`config.mk`:
```
export PLATFORM = sky130hd
export DESIGN_NAME = ima_adpcm_multichannel_decoder_unit
export DESIGN_NICKNAME = d
export VERILOG_FILES = /design/src/design/imad_pkg.sv /design/src/design/imad_nibble_cell.sv /design/src/design/ima_adpcm_multichannel_decoder_unit.sv
export SDC_FILE = /design/constraint.sdc
export NUM_CORES = 1
export LEC_CHECK = 0
export ABC_AREA = 1
export BUFFER_PORTS_ARGS = -buffer_cell sky130_fd_sc_hd__buf_2
export CORE_MARGIN = 2
export CORE_UTILIZATION = 50
export CTS_CLUSTER_DIAMETER = 80
export DETAILED_ROUTE_END_ITERATION = 10
export PLACE_DENSITY = 0.69
export SYNTH_ARGS = -nofsm -noshare
export SYNTH_HDL_FRONTEND = slang
export SYNTH_HIERARCHICAL = 1
export SYNTH_SLANG_ARGS = --single-unit
```
`constraint.sdc`:
```
create_clock -name aclk -period 13.9 [get_ports aclk]
set_clock_uncertainty 0.05 [all_clocks]
set_input_delay 1.39 -clock aclk [delete_from_list [all_inputs] [get_ports aclk]]
set_output_delay 1.39 -clock aclk [all_outputs]
set_load 0.05 [all_outputs]
```
`src/design/imad_pkg.sv`:
```
// Shared types, constants and helpers for the multichannel IMA ADPCM decoder.
// No dependencies; every other design file takes names from here by scope.
`timescale 1ns / 1ps

package imad_pkg;

    typedef enum logic [1:0] {
        REQ_DECODE = 2'd0,
        REQ_SKIP   = 2'd1,
        REQ_LOAD   = 2'd2
    } req_t;

    // configuration register indexes
    localparam int CFG_IDX_W  = 1;
    localparam int CFG_DATA_W = 1;
    localparam logic [CFG_IDX_W-1:0] REG_CLAMP_MODE   = 1'b0;
    localparam logic [CFG_IDX_W-1:0] REG_NIBBLE_ORDER = 1'b1;

    localparam int                 STEP_COUNT     = 89;
    localparam logic [6:0]         STEP_MAX_INDEX = 7'd88;
    localparam logic signed [17:0] PRED_MAX       = 18'sd32767;
    localparam logic signed [17:0] PRED_MIN_IMA   = -18'sd32768;
    localparam logic signed [17:0] PRED_MIN_NDS   = -18'sd32767;

    localparam logic [15:0] STEP_TABLE [STEP_COUNT] = '{
        16'd7,     16'd8,     16'd9,     16'd10,    16'd11,    16'd12,    16'd13,
        16'd14,    16'd16,    16'd17,    16'd19,    16'd21,    16'd23,    16'd25,
        16'd28,    16'd31,    16'd34,    16'd37,    16'd41,    16'd45,    16'd50,
        16'd55,    16'd60,    16'd66,    16'd73,    16'd80,    16'd88,    16'd97,
        16'd107,   16'd118,   16'd130,   16'd143,   16'd157,   16'd173,   16'd190,
        16'd209,   16'd230,   16'd253,   16'd279,   16'd307,   16'd337,   16'd371,
        16'd408,   16'd449,   16'd494,   16'd544,   16'd598,   16'd658,   16'd724,
        16'd796,   16'd876,   16'd963,   16'd1060,  16'd1166,  16'd1282,  16'd1411,
        16'd1552,  16'd1707,  16'd1878,  16'd2066,  16'd2272,  16'd2499,  16'd2749,
        16'd3024,  16'd3327,  16'd3660,  16'd4026,  16'd4428,  16'd4871,  16'd5358,
        16'd5894,  16'd6484,  16'd7132,  16'd7845,  16'd8630,  16'd9493,  16'd10442,
        16'd11487, 16'd12635, 16'd13899, 16'd15289, 16'd16818, 16'd18500, 16'd20350,
        16'd22385, 16'd24623, 16'd27086, 16'd29794, 16'd32767
    };

    typedef struct packed {
        logic [1:0]         req_type;
        logic [2:0]         channel;
        logic [7:0]         data_byte;
        logic signed [15:0] init_predictor;
        logic signed [15:0] init_step_index;
    } in_item_t;

    typedef struct packed {
        logic signed [15:0] sample;
        logic [2:0]         sample_channel;
        logic               last;
    } out_item_t;

    // what one cell hands to the next
    typedef struct packed {
        req_t               op;
        logic [2:0]         ch;
        logic [3:0]         code;
        logic [3:0]         code_next;
        logic signed [15:0] pred;
        logic [6:0]         idx;
        logic signed [15:0] prev;
    } cell_data_t;

    function automatic logic [15:0] step_size(input logic [6:0] idx);
        if (idx > STEP_MAX_INDEX) begin
            return STEP_TABLE[STEP_MAX_INDEX];
        end
        return STEP_TABLE[idx];
    endfunction

    function automatic logic signed [15:0] clamp_pred(input logic signed [17:0] p,
                                                      input logic nds);
        logic signed [17:0] lo;
        lo = nds ? PRED_MIN_NDS : PRED_MIN_IMA;
        if (p > PRED_MAX) begin
            return PRED_MAX[15:0];
        end
        if (p < lo) begin
            return lo[15:0];
        end
        return p[15:0];
    endfunction

endpackage

```
`src/design/imad_nibble_cell.sv`:
```
// One decoder cell: applies one 4-bit code to a predictor / step index pair
// and registers the result for the next cell. Depends on imad_pkg.
`timescale 1ns / 1ps

module imad_nibble_cell (
    input  logic                 aclk,
    input  logic                 aresetn,
    input  logic                 adv,
    input  logic                 clamp_mode,
    input  logic                 in_valid,
    input  imad_pkg::cell_data_t in_data,
    output logic                 out_valid,
    output imad_pkg::cell_data_t out_data,
    output imad_pkg::cell_data_t out_next
);

    logic                 valid_reg;
    imad_pkg::cell_data_t data_reg;

    logic [15:0]        step;
    logic [16:0]        diff;
    logic signed [17:0] pred_wide;
    logic signed [17:0] pred_sum;
    logic [7:0]         idx_adj;
    logic [7:0]         idx_sum;
    logic [6:0]         idx_new;

    always_comb begin
        step = imad_pkg::step_size(in_data.idx);
        diff = 17'(step >> 3);
        if (in_data.code[0]) begin
            diff = diff + 17'(step >> 2);
        end
        if (in_data.code[1]) begin
            diff = diff + 17'(step >> 1);
        end
        if (in_data.code[2]) begin
            diff = diff + 17'(step);
        end
        pred_wide = 18'(in_data.pred);
        if (in_data.code[3]) begin
            pred_sum = pred_wide - $signed({1'b0, diff});
        end else begin
            pred_sum = pred_wide + $signed({1'b0, diff});
        end

        // large codes move the index up by 2, 4, 6 or 8; small ones drop it by one
        if (in_data.code[2]) begin
            idx_adj = {5'd0, in_data.code[1:0], 1'b0} + 8'd2;
        end else begin
            idx_adj = 8'hFF;
        end
        idx_sum = {1'b0, in_data.idx} + idx_adj;
        if (idx_sum[7]) begin
            idx_new = 7'd0;
        end else if (idx_sum[6:0] > imad_pkg::STEP_MAX_INDEX) begin
            idx_new = imad_pkg::STEP_MAX_INDEX;
        end else begin
            idx_new = idx_sum[6:0];
        end

        out_next           = in_data;
        out_next.code      = in_data.code_next;
        out_next.code_next = in_data.code;
        out_next.prev      = in_data.pred;
        // a load item passes through with its state untouched
        if (in_data.op != imad_pkg::REQ_LOAD) begin
            out_next.pred = imad_pkg::clamp_pred(pred_sum, clamp_mode);
            out_next.idx  = idx_new;
        end
    end

    always_ff @(posedge aclk) begin
        if (!aresetn) begin
            valid_reg <= 1'b0;
        end else if (adv) begin
            valid_reg <= in_valid;
        end
    end

    always_ff @(posedge aclk) begin
        if (adv) begin
            data_reg <= out_next;
        end
    end

    assign out_valid = valid_reg;
    assign out_data  = data_reg;

endmodule

```
`src/design/ima_adpcm_multichannel_decoder_unit.sv`:
```
// Top level of the multichannel IMA ADPCM decoder: input register, two chained
// nibble cells, per-channel state and the result port. Depends on imad_pkg, imad_nibble_cell.
`timescale 1ns / 1ps

// Each accepted item passes an input register and two decoder cells, one per
// nibble; the second cell's register is the result register. A decode item
// gives its two samples from the result register, first then last, and holds
// that register until its last sample is taken, at one sample per cycle while
// m_ready is high. Skip and load items give no result and flow at one item per
// cycle unless a decode item holds the second cell or a channel hazard holds
// them. An item for the same channel as the item in the first cell waits until
// that channel's state has been written back. Reserved request types and
// channels at or above CHANNELS are taken and dropped. Configuration writes are
// taken in any cycle.

module ima_adpcm_multichannel_decoder_unit #(
    parameter int CHANNELS = 8
) (
    input  logic                               aclk,
    input  logic                               aresetn,
    input  logic                               cfg_wr_en,
    input  logic [imad_pkg::CFG_IDX_W-1:0]     cfg_wr_index,
    input  logic [imad_pkg::CFG_DATA_W-1:0]    cfg_wr_data,
    input  logic                               s_valid,
    output logic                               s_ready,
    input  imad_pkg::in_item_t                 s_data,
    output logic                               m_valid,
    input  logic                               m_ready,
    output imad_pkg::out_item_t                m_data
);

    localparam int CH_W = (CHANNELS > 1) ? $clog2(CHANNELS) : 1;

    logic clamp_mode_reg;
    logic nibble_order_reg;

    logic                 in_valid_reg;
    logic                 in_valid_next;
    imad_pkg::cell_data_t in_data_reg;
    imad_pkg::cell_data_t in_data_next;

    logic signed [15:0] pred_reg [CHANNELS];
    logic [6:0]         idx_reg  [CHANNELS];

    logic                 phase_reg;
    logic                 phase_next;

    logic                 keep;
    logic                 hazard;
    logic                 adv0;
    logic                 adv1;
    logic                 in_adv;
    logic                 c1_busy;
    imad_pkg::cell_data_t c0_in;
    logic                 c0_valid;
    imad_pkg::cell_data_t c0_data;
    imad_pkg::cell_data_t c0_next;
    logic                 c1_valid;
    imad_pkg::cell_data_t c1_data;
    imad_pkg::cell_data_t c1_next;
    logic [CH_W-1:0]      rd_ch;
    logic [CH_W-1:0]      wr_ch;

    // configuration
    always_ff @(posedge aclk) begin
        if (!aresetn) begin
            clamp_mode_reg   <= 1'b0;
            nibble_order_reg <= 1'b0;
        end else if (cfg_wr_en) begin
            unique case (cfg_wr_index)
                imad_pkg::REG_CLAMP_MODE:   clamp_mode_reg   <= cfg_wr_data[0];
                imad_pkg::REG_NIBBLE_ORDER: nibble_order_reg <= cfg_wr_data[0];
                default: ;
            endcase
        end
    end

    // pipeline control
    always_comb begin
        c1_busy = c1_valid && (c1_data.op == imad_pkg::REQ_DECODE)
                  && !(phase_reg && m_ready);
        adv1    = !c1_busy;
        adv0    = !c0_valid || adv1;
        // hold an item whose channel is still in flight in the first cell
        hazard  = c0_valid && (c0_data.ch == in_data_reg.ch);
        in_adv  = in_valid_reg && adv0 && !hazard;
        s_ready = !in_valid_reg || in_adv;
    end

    // build the cell item at accept
    always_comb begin
        keep = ((s_data.req_type == imad_pkg::REQ_DECODE)
                || (s_data.req_type == imad_pkg::REQ_SKIP)
                || (s_data.req_type == imad_pkg::REQ_LOAD))
               && ({29'd0, s_data.channel} < 32'(CHANNELS));

        in_data_next.op        = imad_pkg::req_t'(s_data.req_type);
        in_data_next.ch        = s_data.channel;
        in_data_next.code      = nibble_order_reg ? s_data.data_byte[7:4]
                                                  : s_data.data_byte[3:0];
        in_data_next.code_next = nibble_order_reg ? s_data.data_byte[3:0]
                                                  : s_data.data_byte[7:4];
        in_data_next.pred      = imad_pkg::clamp_pred(18'(s_data.init_predictor),
                                                      clamp_mode_reg);
        if (s_data.init_step_index < 16'sd0) begin
            in_data_next.idx = 7'd0;
        end else if (s_data.init_step_index > 16'(imad_pkg::STEP_MAX_INDEX)) begin
            in_data_next.idx = imad_pkg::STEP_MAX_INDEX;
        end else begin
            in_data_next.idx = s_data.init_step_index[6:0];
        end
        in_data_next.prev      = 16'sd0;

        priority if (s_valid && s_ready) begin
            in_valid_next = keep;
        end else if (in_adv) begin
            in_valid_next = 1'b0;
        end else begin
            in_valid_next = in_valid_reg;
        end
    end

    always_ff @(posedge aclk) begin
        if (!aresetn) begin
            in_valid_reg <= 1'b0;
        end else begin
            in_valid_reg <= in_valid_next;
        end
    end

    always_ff @(posedge aclk) begin
        if (s_valid && s_ready) begin
            in_data_reg <= in_data_next;
        end
    end

    // first cell reads the channel state unless the item loads it
    always_comb begin
        rd_ch = CH_W'(in_data_reg.ch);
        c0_in = in_data_reg;
        if (in_data_reg.op != imad_pkg::REQ_LOAD) begin
            c0_in.pred = pred_reg[rd_ch];
            c0_in.idx  = idx_reg[rd_ch];
        end
    end

    imad_nibble_cell u_cell0 (
        .aclk       (aclk),
        .aresetn    (aresetn),
        .adv        (adv0),
        .clamp_mode (clamp_mode_reg),
        .in_valid   (in_adv),
        .in_data    (c0_in),
        .out_valid  (c0_valid),
        .out_data   (c0_data),
        .out_next   (c0_next)
    );

    imad_nibble_cell u_cell1 (
        .aclk       (aclk),
        .aresetn    (aresetn),
        .adv        (adv1),
        .clamp_mode (clamp_mode_reg),
        .in_valid   (c0_valid),
        .in_data    (c0_data),
        .out_valid  (c1_valid),
        .out_data   (c1_data),
        .out_next   (c1_next)
    );

    // write back the channel state as the second cell takes the item
    assign wr_ch = CH_W'(c0_data.ch);

    always_ff @(posedge aclk) begin
        if (!aresetn) begin
            for (int i = 0; i < CHANNELS; i++) begin
                pred_reg[i] <= 16'sd0;
                idx_reg[i]  <= 7'd0;
            end
        end else if (adv1 && c0_valid) begin
            pred_reg[wr_ch] <= c1_next.pred;
            idx_reg[wr_ch]  <= c1_next.idx;
        end
    end

    // result port: first sample, then the last one
    always_comb begin
        m_valid               = c1_valid && (c1_data.op == imad_pkg::REQ_DECODE);
        m_data.sample         = phase_reg ? c1_data.pred : c1_data.prev;
        m_data.sample_channel = c1_data.ch;
        m_data.last           = phase_reg;
        phase_next            = (m_valid && m_ready) ? !phase_reg : phase_reg;
    end

    always_ff @(posedge aclk) begin
        if (!aresetn) begin
            phase_reg <= 1'b0;
        end else begin
            phase_reg <= phase_next;
        end
    end

endmodule

```
# ---- Word level (Yosys, flattened, before mapping)
# Memories as Yosys holds them, arrays and structs flattened. A register that Yosys moved wholly into a read port is not among the register bits.
# Index checks and enable logic that the tools add are counted.
dict set report classes {
  n_addsub 14
  magnitude_cmp 14
  eq_ne 5
  muxes 71
  bitwise_logic 3
  reduce_logical 27
}
# operator count
set ops {}
lappend ops {{$mux W16} 22}
lappend ops {{$mux W17} 6}
lappend ops {{$mux W23} 3}
lappend ops {{$mux W7} 6}
lappend ops {{$add A16 B18 Y18} 2}
lappend ops {{$gt A18 B16 Y1 const B} 2}
lappend ops {{$mux W18} 2}
lappend ops {{$sub A16 B18 Y18} 2}
lappend ops {{$add A17 B15 Y17} 2}
lappend ops {{$add A17 B16 Y17} 2}
lappend ops {{$add A13 B14 Y15} 2}
lappend ops {{$gt A7 B7 Y1 const B} 4}
lappend ops {{$mux W1} 24}
lappend ops {{$lt A18 B16 Y1} 1}
lappend ops {{$lt A18 B18 Y1} 1}
lappend ops {{$add A7 B8 Y8} 2}
lappend ops {{$ge A8 B8 Y1 const B} 2}
lappend ops {{$gt A16 B16 Y1 const B} 1}
lappend ops {{$gt A16 B7 Y1 const B} 1}
lappend ops {{$lt A16 B1 Y1 const B} 1}
lappend ops {{$lt A16 B16 Y1} 1}
lappend ops {{$mux W8} 2}
lappend ops {{$not A7 Y8} 2}
lappend ops {{$reduce_or A16 Y1} 1}
lappend ops {{16 further kinds} 40}
dict set report word_totals {
  regBits 111
  mem_bits_rw 184
  rom_bits 4096
  input_bits 52
  out_inout_bits 22
  n_memories 4
}
# memory depth word_bits read_ports rd_clocked_by_memory_dff write_ports line
set memory_table {}
lappend memory_table {{(name not given)} 128 16 1 0 0 imad_pkg.sv:70} ;# return STEP_TABLE[idx];
lappend memory_table {{(name not given)} 128 16 1 0 0 imad_pkg.sv:70}
lappend memory_table {pred_reg 8 16 1 1 8 ima_adpcm_multichannel_decoder_unit.sv:42} ;# logic signed [15:0] pred_reg [CHANNELS];
lappend memory_table {idx_reg 8 7 1 1 8 ima_adpcm_multichannel_decoder_unit.sv:43} ;# logic [6:0] idx_reg [CHANNELS];

# ---- Longest topological paths before layout
# Gate-level depths: netlist of the first run.
dict set report logic_depth {
  ltp_word 23
  mapped_depth 76
}

# ---- Hierarchy
# Netlist of the first run, hierarchy kept.
# mod n_inst cells_each area_each_um2
set modules_own_cells {}
lappend modules_own_cells {ima_adpcm_multichannel_decoder_unit 1 1064 10595.2}
lappend modules_own_cells {{imad_nibble_cell (u_cell0)} 1 1154 7666.1}
lappend modules_own_cells {{imad_nibble_cell (u_cell1)} 1 1149 7628.6}

# ---- Worst setup path after synthesis of the first run
# No wires, ideal clock.
dict set report synth_path {
  path_type {flip-flop to flip-flop}
  startpoint {reg in_data_reg, in the netlist c0_in[50]}
  endpoint {reg u_cell0.data_reg, in the netlist u_cell0/out_data[37] (data pin)}
  arrival_ns 8.382
  required_ns 13.598
  slack_ns 5.216
  path_stages_with_launch 64
  n_path_buf 2
  path_cell_list {edfxtp_1 > nor2_1 > inv_1 > buf_1 > nand3_1 > nand2_1 > inv_1 > ha_1 > nand2_1 > nand2_1 > nand2_1 > nand2_2 > inv_1 > a211oi_1 > o211ai_1 > ha_1 > ha_1 > inv_1 > [28 not listed] > o21bai_1 > a21oi_1 > o21bai_1 > nand2_1 > nand2_1 > a21oi_1 > nor2_1 > o21ai_0 > nand2_1 > xor2_1 > inv_1 > nand3_2 > nand3_4 > buf_6 > nand2_1 > nand2_1 > nand2_1 > nand2_1}
}
# item line
set synth_rtl {}
lappend synth_rtl {{from (decl)} ima_adpcm_multichannel_decoder_unit.sv:39} ;# imad_pkg::cell_data_t in_data_reg;
lappend synth_rtl {{from (signal assigned)} ima_adpcm_multichannel_decoder_unit.sv:133} ;# in_data_reg <= in_data_next;
lappend synth_rtl {{to (signal assigned)} imad_nibble_cell.sv:83} ;# data_reg <= out_next;
lappend synth_rtl {{to (decl)} imad_nibble_cell.sv:18} ;# imad_pkg::cell_data_t data_reg;

==> results of run 1 <==
per-layer routing:
layer / global-route usage (%) / vias to the layer above / part of all wire, %
met5: 0 / - / 0
met3: 4.09 / 201 / 7.9
met1: 38.6 / 10704 / 42
li1: - / 11024 / -
met2: 48.6 / 1050 / 46
met4: 10.3 / 0 / 3.8
area by class of cell:
class | count | share of cell area, %
multi-input cells | 2501 | 51.5
flip-flops and latches | 298 | 33.8
inverters | 356 | 5.12
clock buffers | 40 | 3.50
well taps | 615 | 2.94
repair buffers | 100 | 2.17
clock inverters | 23 | 0.988
how the worst min path moves through the flow:
stage	to	slack [ns]
floorplan	u_cell0/out_data[43]	0.35
global placement	u_cell0/out_data[45]	0.35
detailed placement	u_cell0/out_data[45]	0.36
CTS	u_cell0/out_data[45]	0.37
global route	u_cell0/out_data[45]	0.39
finish	u_cell0/out_data[45]	0.37
cell usage in the layout (no fill, tap or decap), types with 30 or more instances in the layout:
| cell type | n |
|---|---|
| inv_1 | 341 |
| nand3_1 | 249 |
| nand2_1 | 826 |
| a21oi_1 | 171 |
| xnor2_1 | 37 |
| edfxtp_1 | 289 |
| nand4_1 | 30 |
| buf_2 | 73 |
| xor2_1 | 61 |
| o21ai_0 | 203 |
| ha_1 | 155 |
| nor2_1 | 429 |
| o211ai_1 | 61 |
| clkbuf_16 | 36 |
| nand2_2 | 40 |
metrics by stage:
step	hold slack (ns)	setup WS (ns)	instances	instance area, um2	utilization [%]
6_report	0.370	2.62	3933	26200	54.7
4_1_cts	0.372	2.76	3933	26200	54.7
3_3_place_gp	0.353	3.10	3870	25000	52.2
2_1_floorplan	0.350	5.24	3273	24400	-
5_1_grt	0.394	1.53	3933	26200	54.7
3_5_place_dp	0.358	2.83	3870	25000	52.2
==> metrics.md, run 1 <==
| Metric | Value |
|---|---|
| Slew @ Worst Pin | between 1 and 1.5 ns |
| Largest net degree at the start of global routing | 70 |
| Count of final hold-check violations | 0 |
| CP endpoint | u_cell0/out_data[23] |
| Register area | about 0.009 mm2 |
| FF-to-FF End | u_cell0/out_data[23] |
| Levels on crit path | 70 |
| HPWL after DPL | approximately 54,000 um |
| CTS H-tree lvls | 2 |
| CP bufs+invs | 10 |
| Worst r2r path cells | 70 |
| Starting Density | 50.9% |
| Crit-path leading delay family | simple AND/OR/NAND/NOR gates |
| CP max stage cell | inv_1 |
| Filler instances | 4,538 |
| Num ports | 74 |
| Worst-path fanout max | 69 |
| Die W | about 220 um |
| CP startpoint kind | flop |
| Final TNS setup | 0 ns |
| Hold Path Class | flop to flop |
| WL/cell | 18.9 um |
| Vias in the first global route | roughly 22,000 |
| Crit Path Class | flop to flop |
| Multi-input gate area | about 0.013 mm2 |
| Die area | ~0.051 mm2 |
| Number of synthesis warnings | 6 |
| Nets | between 3,000 and 4,000 |
| CP most frequent cell | nand2_1 |
| CTS buffer count | 36 |
| Hold-fix buffers, CTS | 0 |
| Slew headroom | 16.3% |
| Cell Area, Synth | 0.0244 mm2 |
| Standard-cell row count | 80 |
| Final wirelength | 74,300 um |
| 1st-iter DRT viols | 2,363 |
| Sink Count | a little under 300 |
| Clock Latency Late Sink | 0.54 ns |
| CP arrival | approximately 12 ns |
| Post-CTS Setup Bufs | 0 |
| Die Y-Extent | around 220 um |
| Worst Hold Depth | 0 |
| Synthesized area per cell | 7.45 um2 |
| Outcome | finished clean |
| Grt total ovfl | 0 |
| Gpl congestion | a little under 1 |
| TritonCTS clock tree | built |
| Critical path's largest stage delay | 0.52 ns |
| Clock-pin slew on the worst setup and hold paths | about 0.06 ns |
| Hold_sp | c0_in[41] |
| Via count | approximately 23,000 |
| Area delta synth->final | 7.40% |
| Critical Path Sink Type | flop |
| Maximum clock frequency | 88.6 MHz |
| Clk root buf | clkbuf_16 |
| Final setup vio count | 0 |
| Period utilization | 81.2% |
| Core ar. | roughly 0.048 mm2 |
| Antenna Nets Post-Route | 0 |
| DR pass1 iterations | 8 |
| Cells after Synth | around 3,300 |
| Max-cap viol count | 0 |
| Port Buffers | 73 |
| CTS max path bufs | 3 |
| RSZ-0062 raised after global routing | no |
| First-pass GRT wire length | approximately 120,000 um |
| Ratio of cells with drive above 1 in the final layout | under 10% |
| R2r setup slk | about 2.6 ns |
| Fin crit period | ~11 ns |
| Final Max Slew Viols | 0 |
| GRT Resource Usage Total | between 20 and 30% |
| Cts repair resizes | 0 |
| Syn Nets | 3,488 |
| Number of flip-flops in the largest register | around 130 |
| N_diodes | 0 |
| Critical path data required time | about 14 ns |
| Vias per cell | around 6 |
| Initial antenna violation count | 1 |
| DR DRC count | 0 |
Power of run 1 is not shown: default switching activity piles up to over one toggle a cycle in this logic, so the estimate is an artifact.
==> run 2, diff against run 1 <==
==> constraint.sdc (replaced) <==
create_clock -name aclk -period 11.2 [get_ports aclk]
set_clock_uncertainty 0.05 [all_clocks]
set_input_delay 1.12 -clock aclk [delete_from_list [all_inputs] [get_ports aclk]]
set_output_delay 1.12 -clock aclk [all_outputs]
set_load 0.05 [all_outputs]
==> metrics.md, run 2 (synthesized netlist as in run 1, its figures left out) <==
| Metric | Value |
|---|---|
| Outcome | finished clean |
| Worst Hold Endpoint | u_cell0/out_data[45] |
| Max-cap viol count | 0 |
| Final Max Slew Viols | 0 |
| Maximum clock frequency | 96.9 MHz |
| N_diodes | 0 |
| Sink Count | 298 |
| First-pass GRT wire length | 116,000 um |
| Fin crit period | 10.32 ns |
| CTS buffer count | 35 |
| Vias per cell | around 6 |
| Final TNS setup | 0 ns |
| Metal-1 WL | between 30,000 and 40,000 um |
| CP max stage cell | ha_1 |
| Worst Hold Depth | 0 |
| Num ports | 74 |
| Top sig layer | met5 |
| Highest-count cells in the layout ignoring fill and taps | 824 x nand2_1, 429 x nor2_1, 340 x inv_1 |
| Antenna Nets Post-Route | 0 |
| FF-to-FF End | u_cell0/out_data[28] |
| DR DRC count | 0 |
| Slew @ Worst Pin | between 1 and 1.5 ns |
| GRT Resource Usage Total | about 29% |
| Final setup vio count | 0 |
| Slew headroom | about 29% |
| TritonCTS clock tree | built |
| Via count | around 23,000 |
| CTS H-tree lvls | 2 |
| Hold slack final | between 0.3 and 0.4 ns |
| Critical Path Sink Type | flop |
| Grt total ovfl | 0 |
| Met3 routed WL | around 6500 um |
| Nets | between 3,000 and 4,000 |
| CP arrival | ~11 ns |
| Clk root buf | clkbuf_16 |
| Area delta synth->final | 7.57% |
| Critical path's largest stage delay | between 0.4 and 0.5 ns |
| Most common cell after layout, fill and taps aside | nand2_1 |
| Crit Path Class | flop to flop |
| Period utilization | around 92% |
| Port Buffers | 73 |
| HPWL after DPL | 54,500 um |
| Hold_sp | c0_in[41] |
| Die Y-Extent | about 220 um |
| CTS max path bufs | 3 |
| Standard-cell row count | 80 |
| Core ar. | around 0.048 mm2 |
| Gpl congestion | slightly below 1 |
| Clock-pin slew on the worst setup and hold paths | about 0.060 ns |
| Placed Area | 0.0251 mm2 |
| Clock Latency Late Sink | 0.55 ns |
| Worst-path fanout max | ~50 |
| Final instance area | 0.0262 mm2 |
| Largest net degree at the start of global routing | around 120 |
| Hold Path Class | flop to flop |
| Die W | roughly 220 um |
| Met2 wire length | between 30,000 and 40,000 um |
| 1st-iter DRT viols | between 2,000 and 2,500 |
| Final wirelength | roughly 75,000 um |
| Critical path data required time | 11.43 ns |
| Count of final hold-check violations | 0 |
| RSZ-0062 raised after global routing | no |
| Hold-fix buffers, CTS | 0 |
| Worst r2r path cells | a little over 60 |
| DR pass1 iterations | 8 |
| CP startpoint kind | flop |
| Ratio of cells with drive above 1 in the final layout | under 10% |
| Starting Density | around half |
| WL/cell | about 19 um |
| Number of flip-flops in the largest register | around 130 |
| Initial antenna violation count | 1 |
| CP most frequent cell | nand2_1 |
| Vias in the first global route | roughly 21,000 |
| R2r setup slk | a little under 0.9 ns |
| Die area | ~0.051 mm2 |
run 2: cell count changes in the layout (fill, tap and decap cells not counted), moves of 2 or more:
cell,previous run,this run
clkbuf_1,4,7
buf_4,27,40
nand2_2,40,42
bufinv_16,4,1
nand2_1,826,824
run 2: final cells by class:
| cell class | instances | area (um2) |
|---|---|---|
| well taps | 615 | 769 |
| fillers | 4514 | 21700 |
| flip-flops and latches | 298 | 8860 |
| multi-input cells | 2501 | 13500 |
| clock buffers | 42 | 902 |
| repair buffers | 115 | 718 |
| clock inverters | 16 | 153 |
| inverters | 356 | 1350 |
run 2: worst max-delay path by stage:
stage	start	endpoint	slack, ns	cells past startpoint
finish	flop	u_cell0/out_data[28]	0.88	62
global route	flop	u_cell0/out_data[25]	0.07	66
CTS	flop	u_cell0/out_data[28]	0.77	65
detailed placement	flop	u_cell0/out_data[28]	0.80	65
global placement	flop	u_cell0/out_data[23]	1.01	65
floorplan	flop	u_cell0/out_data[37]	2.54	68
run 2: routing by layer:
| metal | GRT usage, % | up-vias |
|---|---|---|
| met5 | 0 | - |
| met1 | 39.7 | 10774 |
| met2 | 47.0 | 1079 |
| met4 | 11.0 | 4 |
| li1 | - | 11040 |
| met3 | 4.37 | 181 |
run 2: stage by stage:
stage	instances	util [%]	worst slack (ns)
after floorplan	3273	-	2.54
after global placement	3880	52.4	1.01
after detailed placement	3880	52.4	0.800
after CTS	3938	54.6	0.769
after global routing	3943	54.7	0.0744
final	3943	54.7	0.882
run 2: critical path: cells and delay by family, from the launching register on:
family	cells	cell delay (ns)
AOI/OAI and AO/OA	19	3.33
and+or+nand+nor	28	3.02
adders and majority gates	5	1.63
buffers and inverters	7	1.08
xor gates and xnor gates	3	0.52
DFF	1	0.39
run 2: timing repair:
item	in CTS	in global routing
buffers inserted	0	4
resized for setup	0	6
setup endpoints to repair	0	16
Power of run 2 is left out for the same reason.
